--- src/lcs_pkg.sv ---
`timescale 1ns / 1ps
// ----------------------------------------------------------------------------
// lcs_pkg
// shared constants and types of the longest common subsequence engine
// ----------------------------------------------------------------------------
package lcs_pkg;

	localparam int MAX_LEN_DEF = 1024;
	localparam int SYM_W       = 8;
	localparam int OUT_W       = 11;

	localparam logic MODE_LOAD   = 1'b0;
	localparam logic MODE_STREAM = 1'b1;

	// control part of the wavefront token moving along the cell chain
	typedef struct packed {
		logic valid;
		logic last;
	} tok_ctl_t;

endpackage

--- src/lcs_cell.sv ---
`timescale 1ns / 1ps
// ----------------------------------------------------------------------------
// lcs_cell
// one column of the score row: holds a first-string symbol and its score,
// updates the score when a second-string token passes, hands the token on
// ----------------------------------------------------------------------------
module lcs_cell
	import lcs_pkg::*;
#(
	parameter int LW  = 11,
	parameter int IDX = 0
) (
	input  logic             clk,
	input  logic             arst_n,
	input  logic             ld,
	input  logic [SYM_W-1:0] ld_sym,
	input  tok_ctl_t         in_ctl,
	input  logic [SYM_W-1:0] in_sym,
	input  logic [LW-1:0]    in_len,
	input  logic [LW-1:0]    in_left,
	input  logic [LW-1:0]    in_diag,
	output tok_ctl_t         out_ctl,
	output logic [SYM_W-1:0] out_sym,
	output logic [LW-1:0]    out_len,
	output logic [LW-1:0]    out_left,
	output logic [LW-1:0]    out_diag
);

	logic [SYM_W-1:0] sym_q;
	logic [LW-1:0]    score_q;
	tok_ctl_t         ctl_q;
	logic [SYM_W-1:0] tsym_q;
	logic [LW-1:0]    len_q;
	logic [LW-1:0]    left_q;
	logic [LW-1:0]    diag_q;

	logic          active;
	logic [LW-1:0] v;

	// a token only counts columns that were loaded before it entered
	assign active = in_ctl.valid && (LW'(IDX) < in_len);

	always_comb begin
		if (sym_q == in_sym) begin
			v = in_diag + LW'(1);
		end else if (score_q > in_left) begin
			v = score_q;
		end else begin
			v = in_left;
		end
	end

	always_ff @(posedge clk or negedge arst_n) begin
		if (!arst_n) begin
			ctl_q <= '0;
		end else begin
			ctl_q <= in_ctl;
		end
	end

	always_ff @(posedge clk) begin
		tsym_q <= in_sym;
		len_q  <= in_len;
		left_q <= active ? v : in_left;
		diag_q <= active ? score_q : in_diag;
		if (ld) begin
			sym_q   <= ld_sym;
			score_q <= '0;
		end else if (active) begin
			// final symbol clears the row behind the wavefront
			score_q <= in_ctl.last ? '0 : v;
		end
	end

	assign out_ctl  = ctl_q;
	assign out_sym  = tsym_q;
	assign out_len  = len_q;
	assign out_left = left_q;
	assign out_diag = diag_q;

endmodule

--- config.mk ---
export PLATFORM = sky130hd
export DESIGN_NAME = lcs_cell
export DESIGN_NICKNAME = d
export VERILOG_FILES = /design/src/lcs_pkg.sv /design/src/lcs_cell.sv
export SDC_FILE = /design/constraint.sdc
export NUM_CORES = 1
export LEC_CHECK = 0
export BUFFER_PORTS_ARGS = -buffer_cell sky130_fd_sc_hd__clkbuf_2
export CAP_MARGIN = 30
export CORE_MARGIN = 5
export CORE_UTILIZATION = 44
export DETAILED_ROUTE_END_ITERATION = 6
export PLACE_DENSITY = 0.85
export SYNTH_ARGS = -nofsm -noshare
export SYNTH_HDL_FRONTEND = slang
export SYNTH_SLANG_ARGS = --single-unit
--- constraint.sdc ---
create_clock -name clk -period 1.9 [get_ports clk]
set_input_delay 0.095 -clock clk [delete_from_list [all_inputs] [get_ports clk]]
set_output_delay 0.095 -clock clk [all_outputs]
set_load 0.02 [all_outputs]
==> qor.yml, run 1 <==
run_status: "complete, but fails checks"
violations: "setup timing"
pwr_density_cell_nw_per_um2: 721
path_clk_slew_ns: 0.08
hpwl_after_detailed_placement_um: 5930
antenna_violating_nets_post_route: 0
sequential_element_share_of_the_synthesized_area_pct: 49.8
r2r_end: "score_q[6]"
rsz0062_at_grt: "yes"
crit_required_ns: 2.16
antenna_fix_cells: 0
max_clock_freq_ghz: 0.441
placed_cell_area_um2: 3580
most_used_cells_in_the_layout_excluding_fill_and_tap_cells: "96 x clkbuf_2, 50 x buf_4, 42 x dfxtp_1"
cellInternalPower_mw: 2.37
vias: 3572
reg2reg_from: "sym_q[2]"
postLayoutSetupSlackWorst_ns: -0.366
initial_utilization_pct: 45.1
cp-start-kind: "register"
netlist_area_um2: 2670
sequentialPowerShare_pct: 42.4
aggregate_global_routing_overflow: 0
synth.net_count: 338
first_global_vias: 3157
grt_antenna_before_repair: 0
number_of_synthesized_flops_with_an_enable_pin: 8
via_per_inst: 6.57
worstPathMaxFanout: 6
wire_length_of_the_first_global_routing_pass_um: 16400
clock_tree_from_tritoncts: "built"
io_buffer_count: 96
detail_route.drc_violations: 0
dieHeight_um: 87.9
synth.ff_latch_count: 62
irDropWorstVdd_v: 0.000742
drt_first_pass_iters: 7
async_set_reset_flop_share_out_of_synthesis_pct: 3.23
yosysWarningCount: 0
share_comb_of_total_power_pct: 23.2
hold_path.class: "input port to register"
pleak_nw: 2.15
power.switching_mw: 1.10
hold_path_end: "out_left[6]"
coreArea_um2: 5920
die_x_um: 87.9
fp-row-count: 28
reg2reg_setup_slack_ns: -0.37
grt.total_usage_pct: 28.3
max_slew_margin_pct: 62.2
timing.hold.ws_ns: 0.00436
setup_viol_count_final: 22
final_layout_size_suffix_gt1_share_pct: 53.3
synth_cell_types: 46
fin_crit_share_pct: 119
cell_at_the_root_of_the_clock_tree: "clkbuf_8"
htree_levels: 3
top_signal_layer_used: "met4"
nNetsFinal: 530
clock_insertion_delay_worst_skew_ns: 0.37
tritoncts_num_sinks: 62
met2WireLength_um: 6750
post-route-cell-area_um2: 4810
tightestPinTransition_ns: 0.563
finalHoldViolations: 0
dr_wl_met3_um: 1900
syn_to_final_growth_pct: 80.0
ports_placed_on_the_boundary: 97
holdCritStartpoint: "in_left[6]"
cts_buffers: 9
min_path_cells: 2
syn_inst: 272
syn_area_per_cell_um2: 9.82
worst-endpoint-arrival_ns: 2.53
clock_period_minus_final_worst_setup_slack_ns: 2.27
detail_route.wl_per_cell_um: 27.8
worstSetupEndpointType: "register"
power_switching_share_pct: 31.7
total_die_area_um2: 7730
worst-setup-path-type: "register to register"
detail_route.wirelength.met1_um: 5000
synthFlopType: "dfxtp_1"
first_iter_violations: 664
pin_count_of_the_biggest_net_entering_global_routing: 29
worst_r2r_path_depth: 9
clock_path_buffers: 2
mostFrequentLayoutCell: "clkbuf_2"
report.final.slew_viol_count: 0
max_cap_viol_count: 0
final.setup_skew_ns: 0.0171
clock_power_share_pct: 34.5
wirelength_um: 15100
finalWeightedCongestion: 0.930
synthesized netlist by cell type (3+ instances only):
| master | count | share of area, % |
|---|---|---|
| a21o_1 | 3 | 0.84 |
| a2bb2oi_1 | 10 | 3.3 |
| a31oi_1 | 6 | 1.4 |
| and2_1 | 5 | 1.2 |
| buf_2 | 5 | 0.94 |
| clkbuf_1 | 7 | 0.98 |
| dfxtp_1 | 52 | 39 |
| edfxtp_1 | 8 | 9.0 |
| ha_1 | 12 | 5.6 |
| inv_1 | 16 | 2.2 |
| nand2_1 | 37 | 5.2 |
| nand3_1 | 8 | 1.5 |
| nand4_1 | 13 | 3.0 |
| nor2_1 | 8 | 1.1 |
| nor3_1 | 6 | 1.1 |
| nor4_1 | 3 | 0.70 |
| o21ai_0 | 7 | 1.3 |
| o221ai_1 | 4 | 1.3 |
| o22ai_1 | 10 | 2.3 |
| o311ai_1 | 5 | 1.6 |
| xnor2_1 | 4 | 1.3 |
| xor2_1 | 13 | 4.3 |
metrics by stage:
step / utilization [%] / setup WS [ns] / std cells / total power, mW / setup TNS (ns)
floorplan: - / 0.000224 / 272 / 1.75 / 0
global placement: 60.3 / -0.384 / 462 / 1.96 / -3.25
detailed placement: 60.5 / -0.201 / 463 / 1.98 / -1.79
CTS: 73.0 / -0.133 / 526 / 3.20 / -1.81
global route: 81.2 / -0.360 / 544 / 3.53 / -6.42
finish: 81.2 / -0.366 / 544 / 3.47 / -5.89
cell type report:
class,instances,area [um^2]
Fill cell,266,1110
Sequential cell,62,1340
Multi-Input combinational cell,182,1730
Timing Repair Buffer,193,1390
Tap cell,75,93.8
Clock inverter,6,62.6
Inverter,16,63.8
Clock buffer,10,128
worst max-delay path by stage:
stage	start	end	slack [ns]	cells after the start
finish	sym_q[2]	score_q[6]	-0.37	9
global route	sym_q[2]	score_q[6]	-0.36	9
floorplan	score_q[1]	score_q[5]	0.0002	8
CTS	sym_q[2]	score_q[6]	-0.13	7
global placement	sym_q[4]	score_q[2]	-0.38	6
detailed placement	sym_q[1]	score_q[6]	-0.20	7
kinds of logic (layout without fill, tap and decap cells):
kind of cell             count (synthesis)  in the layout  share of synthesized area, %
AND/OR/NAND/NOR                         93             94                          18.3
flip-flops                              62             62                          49.8
AO/OA/AOI/OAI                           58             59                          16.0
buffers and inverters                   30            225                          4.73
XOR/XNOR                                17             17                          5.57
adder cells (fa/ha/maj)                 12             12                          5.62
power by group through the flow:
stage          sequential [mW]  combinational, mW  clock, mW
2_1_floorplan             1.56              0.196          0
3_3_place_gp              1.47              0.492          0
3_5_place_dp              1.48              0.506          0
4_1_cts                   1.45              0.607       1.14
5_1_grt                   1.47              0.823       1.24
6_report                  1.47              0.803       1.19
worst max-delay path: stages, from the launching register on:
cell	delay, ns
edfxtp_1	0.44
xor2_1	0.26
nor4_2	0.07
buf_4	0.15
nand2_4	0.08
nor4b_4	0.36
buf_6	0.20
clkinvlp_4	0.16
buf_4	0.19
o311ai_2	0.23
sequential cells by signal, indices dropped and copies added, names as in the netlist:
name,cells
sym_q,8
out_sym,8
out_len,11
score_q,11
out_diag,11
out_ctl,2
out_left,11
routing by layer:
metal,track usage [%],up-vias
li1,-,1378
met1,31.4,1619
met2,49.0,399
met3,8.47,176
met4,14.1,0
met5,0,-
repair_timing:
| action | CTS | global route |
|---|---|---|
| gates resized for setup | 18 | 55 |
| buffers inserted | 14 | 16 |
| hold buffers | 32 | 0 |
| pin swaps | 12 | 20 |
| hold endpoints to repair | 33 | 0 |
| setup endpoints to repair | 20 | 22 |
| gates cloned | 1 | 2 |
Note: power is estimated with default switching activity, not from simulation.
==> run 2, diff against run 1 <==
==> config.mk (replaced) <==
export PLATFORM = sky130hd
export DESIGN_NAME = lcs_cell
export DESIGN_NICKNAME = d
export VERILOG_FILES = /design/src/lcs_pkg.sv /design/src/lcs_cell.sv
export SDC_FILE = /design/constraint.sdc
export NUM_CORES = 1
export LEC_CHECK = 0
export CAP_MARGIN = 30
export CORE_MARGIN = 5
export CORE_UTILIZATION = 55
export DETAILED_ROUTE_END_ITERATION = 6
export DONT_BUFFER_PORTS = 1
export PLACE_DENSITY = 0.83
export SYNTH_ARGS = -nofsm -noshare
export SYNTH_HDL_FRONTEND = slang
export SYNTH_SLANG_ARGS = --single-unit
==> run 2 against run 1 <==
  * The run ends with DRC, hold timing, setup timing left
  * Cell area down 14%
  * First-iteration DRC count shrank 4.2%
  * Total power shrank 5.4%
  * Fmax up 7.1%
  * Sequential share of layout area increased by 4.6 points
  * Cell count down 21%
  * Clock skew fell by 0.00071 ns
  * Largest power group unchanged
==> qor.yml, run 2 (synthesized netlist as in run 1, its figures left out) <==
run_status: "complete, but fails checks"
violations: "DRC, hold timing, setup timing"
cts_buffers: 9
tritoncts_num_sinks: 62
grt.total_usage_pct: 35.8
final.setup.tns_ns: -3.10
ports_placed_on_the_boundary: 97
dieHeight_um: 79.7
hold_buffers: 54
antenna_violating_nets_post_route: 0
holdCritStartpoint: "ld"
worstSetupEndpointType: "register"
worst-setup-path-type: "register to register"
cell_at_the_root_of_the_clock_tree: "clkbuf_8"
nNetsFinal: 426
first_global_vias: 3103
max_cap_viol_count: 0
final_layout_size_suffix_gt1_share_pct: 31.5
hold_path_end: "sym_q[6]"
postLayoutSetupSlackWorst_ns: -0.215
worstPathMaxFanout: 9
first_iter_violations: 636
timing.hold.ws_ns: -0.157
path_cells: "xor2_1 > nor4_2 > nand2_2 > buf_4 > buf_4 > nor4b_2 > o21ai_1 > o311ai_2"
antenna_fix_cells: 0
cp.buffers_inverters: 2
fp-row-count: 25
rsz0062_at_grt: "yes"
post-route-cell-area_um2: 4130
max_clock_freq_ghz: 0.473
worst-endpoint-arrival_ns: 2.38
wire_length_of_the_first_global_routing_pass_um: 16800
cp_slowest_cell: "edfxtp_1"
wirelength_um: 13300
syn_to_final_growth_pct: 54.6
setup_viol_count_final: 22
mostFrequentLayoutCell: "dlygate4sd3_1"
min_path_cells: 0
finalWeightedCongestion: 0.931
hpwl_after_detailed_placement_um: 5270
reg2reg_from: "sym_q[4]"
max_slew_margin_pct: 52.4
clock_period_minus_final_worst_setup_slack_ns: 2.12
initial_utilization_pct: 56.6
place_worst_setup_slack_ns: -0.0528
via_per_inst: 7.23
worst_r2r_path_depth: 8
critical-path-max-stage-delay_ns: 0.41
pwr_density_cell_nw_per_um2: 794
drt_first_pass_iters: 7
tightestPinTransition_ns: 0.711
pin_count_of_the_biggest_net_entering_global_routing: 19
cp-start-kind: "register"
grt_antenna_before_repair: 1
report.final.slew_viol_count: 0
coreArea_um2: 4720
most_used_cells_in_the_layout_excluding_fill_and_tap_cells: "54 x dlygate4sd3_1, 43 x dfxtp_1, 37 x nand2_1"
clock_tree_from_tritoncts: "built"
irDropWorstVdd_v: 0.000713
path_common_cell: "buf_4"
clock_path_buffers: 2
io_buffer_count: 0
reg2reg_setup_slack_ns: -0.22
die_x_um: 79.7
critPathTopFamily: "simple AND/OR/NAND/NOR gates"
detail_route.wl_per_cell_um: 30.8
placed_cell_area_um2: 3050
total_die_area_um2: 6350
crit_required_ns: 2.17
final.setup_skew_ns: 0.0164
fin_crit_share_pct: 111
clock_insertion_delay_worst_skew_ns: 0.36
finalHoldViolations: 14
r2r_end: "score_q[9]"
vias: 3122
pleak_nw: 1.65
aggregate_global_routing_overflow: 0
detail_route.drc_violations: 66
hold_path.class: "input port to register"
htree_levels: 3
path_clk_slew_ns: 0.09
## run 2: worst register-to-register path: cells and delay by family, from the launching register on
kind | cells | cell delay [ns]
flops | 1 | 0.41
xor+xnor | 1 | 0.17
compound gates | 2 | 0.19
simple gates | 3 | 0.88
buf+inv | 2 | 0.38
## run 2: where the power goes
group | total [mW] | internal (mW) | leakage (nW) | switching, mW
combinational | 0.511 | 0.247 | 1.01 | 0.264
clock | 1.22 | 0.616 | 0.101 | 0.608
sequential | 1.54 | 1.41 | 0.541 | 0.129
total | 3.28 | 2.28 | 1.65 | 1.00
## run 2: area by class of cell
class / instances / area (um^2)
Clock inverter: 6 / 70.1
Multi-Input combinational cell: 182 / 1600
Clock buffer: 10 / 128
Inverter: 16 / 60.1
Sequential cell: 62 / 1350
Timing Repair Buffer: 89 / 843
Tap cell: 67 / 83.8
Fill cell: 178 / 593
## run 2: worst max path at each step
stage               startpoint     endpoint  slack (ns)  cells past startpoint
finish                sym_q[4]   score_q[9]       -0.22                      8
global route          sym_q[0]   score_q[9]       -0.29                      8
CTS                   sym_q[1]   score_q[7]       -0.04                      8
detailed placement  score_q[2]  out_left[0]       -0.05                      7
global placement    score_q[7]  out_left[0]       -0.02                      7
floorplan           score_q[1]   score_q[5]      0.0002                      8
## run 2: stage by stage
step | power [mW] | util (%) | std cells
floorplan | 1.75 | - | 272
global placement | 1.83 | 64.7 | 351
detailed placement | 1.84 | 64.7 | 351
CTS | 3.09 | 82.8 | 428
global route | 3.34 | 87.4 | 432
finish | 3.28 | 87.4 | 432
## run 2: layer usage
metal	part of all wire [%]	track usage, %
met1	32	38.1
met2	45	58.3
met3	14	11.2
met4	9.0	28.0
met5	0.083	0
## run 2: what timing repair did
| item | in CTS | in global routing |
|---|---|---|
| hold endpoints to repair | 70 | 15 |
| gates resized for setup | 13 | 34 |
| setup endpoints to repair | 19 | 22 |
| pin swaps | 3 | 4 |
| buffers inserted | 5 | 4 |
| gates cloned | 2 | 0 |
==> run 3, diff against run 2 <==
--- a/config.mk
+++ b/config.mk
@@ -5,8 +5,9 @@
 export SDC_FILE = /design/constraint.sdc
 export NUM_CORES = 1
 export LEC_CHECK = 0
+export ABC_AREA = 1
 export CAP_MARGIN = 30
-export CORE_MARGIN = 5
+export CORE_MARGIN = 10
 export CORE_UTILIZATION = 55
 export DETAILED_ROUTE_END_ITERATION = 6
 export DONT_BUFFER_PORTS = 1
==> run 3 against run 2 <==
  * The run ends with setup timing left
  * Core utilization fell by 11 points
  * Area after synthesis rose by 7.2%
  * Critical path type unchanged
  * Global-route usage shrank 15 points
==> qor.yml, run 3 <==
antenna_violating_nets_post_route: 0
rsz0062_at_grt: "yes"
syn_inst: 353
tritoncts_num_sinks: 62
detail_route.drc_violations: 0
worstPathMaxFanout: 9
initial_utilization_pct: 56.4
placedCellCount: 420
htree_levels: 3
clock_insertion_delay_worst_skew_ns: 0.35
fp-row-count: 26
clock_path_buffers: 2
irDropWorstVdd_v: 0.000603
wire_length_of_the_first_global_routing_pass_um: 13800
power_switching_share_pct: 26.5
finalHoldViolations: 0
nNetsFinal: 483
clock_period_minus_final_worst_setup_slack_ns: 1.96
power.switching_mw: 0.897
setup_viol_count_final: 3
timing.hold.ws_ns: 0.0225
wirelength_um: 9470
detail_route.wl_per_cell_um: 19.2
drt_first_pass_iters: 5
hpwl_after_detailed_placement_um: 5510
run_status: "complete, but fails checks"
tightestPinTransition_ns: 0.940
clock_tree_from_tritoncts: "built"
pwr_density_cell_nw_per_um2: 871
synth_cell_types: 34
worst-setup-path-type: "register to register"
cp-start-kind: "register"
final.setup.tns_ns: -0.123
syn_to_final_growth_pct: 35.8
async_set_reset_flop_share_out_of_synthesis_pct: 3.23
most_used_cells_in_the_layout_excluding_fill_and_tap_cells: "78 x nand2_1, 46 x dlygate4sd3_1, 46 x dfxtp_1"
ports_placed_on_the_boundary: 97
path_cells: "ha_4 > nand2_2 > inv_2 > nand2_4 > nor2_4 > nand2_2 > nand3_4 > buf_6 > nand2_1 > o211ai_1 > nand3_1 > a21oi_1"
path_common_cell: "nand2_2"
netlist_area_um2: 2860
worstSetupEndpointType: "register"
number_of_synthesized_flops_with_an_enable_pin: 8
worst-endpoint-arrival_ns: 2.21
coreArea_um2: 5070
max_clock_freq_ghz: 0.510
ys_top_cells_by_area: "dfxtp_1 36%, nand2_1 10%, edfxtp_1 8.4%"
synth_top_area_share_pct: 36.4
pleak_nw: 1.83
total_die_area_um2: 8490
pin_count_of_the_biggest_net_entering_global_routing: 33
grt_antenna_before_repair: 0
cts_buffers: 9
grt.total_usage_pct: 20.6
final_layout_size_suffix_gt1_share_pct: 22.7
clock_power_share_pct: 41.4
synth.net_count: 419
share_comb_of_total_power_pct: 12.9
finalWeightedCongestion: 0.956
place_worst_setup_slack_ns: 0.0486
cellInternalPower_mw: 2.49
max_cap_viol_count: 0
synthFlopType: "dfxtp_1"
via_per_inst: 5.62
cp_slowest_cell: "dfxtp_4"
first_global_vias: 2769
path_clk_slew_ns: 0.07
synthDominantAreaCellType: "dfxtp_1"
violations: "setup timing"
max_slew_margin_pct: 37.2
first_iter_violations: 341
report.final.slew_viol_count: 0
crit_required_ns: 2.14
synth.ff_latch_count: 62
yosys.cell_count.top_type: "nand2_1"
antenna_fix_cells: 0
syn_area_per_cell_um2: 8.11
sequentialPowerShare_pct: 45.7
filler_cell_count: 293
aggregate_global_routing_overflow: 0
io_buffer_count: 0
vias: 2763
hold_path.class: "input port to register"
dieHeight_um: 92.1
mostFrequentLayoutCell: "nand2_1"
die_x_um: 92.1
ff_latch_area_um2: 1340
critical-path-max-stage-delay_ns: 0.37
cell_at_the_root_of_the_clock_tree: "clkbuf_8"
multi_input_area_um2: 1380
final.setup_skew_ns: 0.00789
fin_crit_share_pct: 103
yosysWarningCount: 0
final_cell_count_no_fill: 492
sequential_element_share_of_the_synthesized_area_pct: 46.5
post_synth_most_frequent_cells: "80 x nand2_1, 53 x inv_1, 52 x dfxtp_1, 25 x nand3_1, 23 x nand2_2"
postLayoutSetupSlackWorst_ns: -0.0603
==> run 3: what timing repair did <==
item,4_1_cts,5_1_grt
setup endpoints to repair,0,21
hold buffers,52,0
gates resized for setup,0,45
hold endpoints to repair,70,0
setup buffers,0,4
==> run 3: through the flow <==
stage	total power, mW	util [%]	instance area (um^2)
6_report	3.39	76.6	3890
5_1_grt	3.50	76.6	3890
4_1_cts	3.32	73.0	3700
3_5_place_dp	1.85	58.0	2950
3_3_place_gp	1.83	58.0	2950
2_1_floorplan	1.78	-	2860
==> run 3: cells by family (layout without fill, tap and decap cells) <==
logic type / Yosys count / after routing / synth area share (%)
flops: 62 / 62 / 46.5
xor+xnor: 1 / 1 / 0.306
compound gates: 43 / 43 / 7.91
simple gates: 171 / 171 / 30.5
fa+ha+maj: 12 / 12 / 5.24
buf+inv: 64 / 133 / 9.53
==> run 3: layout make-up <==
type | count | share of cell area [%]
clock buffers | 10 | 3.28
flip-flops and latches | 62 | 34.6
repair buffers | 63 | 16.3
well taps | 70 | 2.25
multi-input cells | 227 | 35.5
clock inverters | 6 | 2.83
inverters | 54 | 5.31
==> run 3: per-layer routing <==
metal	vias up	global-route usage (%)	part of all wire, %	wire length, um
li1	1254	-	-	-
met1	1275	20.3	34	3260
met2	180	36.5	51	4790
met3	54	9.13	11	1030
met4	0	9.00	4.0	381
met5	-	0	0	0
==> run 3: worst paths after layout <==
check | from | end | slack, ns | cells after the start
max | score_q[6] | score_q[10] | -0.06 | 12
min | in_left[7] | out_left[7] | 0.02 | 2
max reg2reg | score_q[6] | score_q[10] | -0.06 | 12
min reg2reg | score_q[4] | score_q[4] | 0.49 | 2
max in group asynchronous | arst_n | out_ctl[0] | 1.24 | 2
min in group asynchronous | arst_n | out_ctl[1] | 0.53 | 2
==> run 3: power by group through the flow <==
stage	clock network [mW]	registers, mW	logic, mW
after floorplan	0	1.55	0.225
after detailed placement	0	1.57	0.273
after global placement	0	1.57	0.262
final	1.40	1.55	0.437
after CTS	1.40	1.54	0.369
after global routing	1.46	1.55	0.479
==> run 3: worst max-delay path: cells and delay by family, from the launching register on <==
| family | cells | cell delay, ns |
|---|---|---|
| AOI/OAI and AO/OA | 2 | 0.35 |
| adders and majority gates | 1 | 0.27 |
| DFF | 1 | 0.37 |
| and+or+nand+nor | 7 | 0.64 |
| buffers and inverters | 2 | 0.23 |
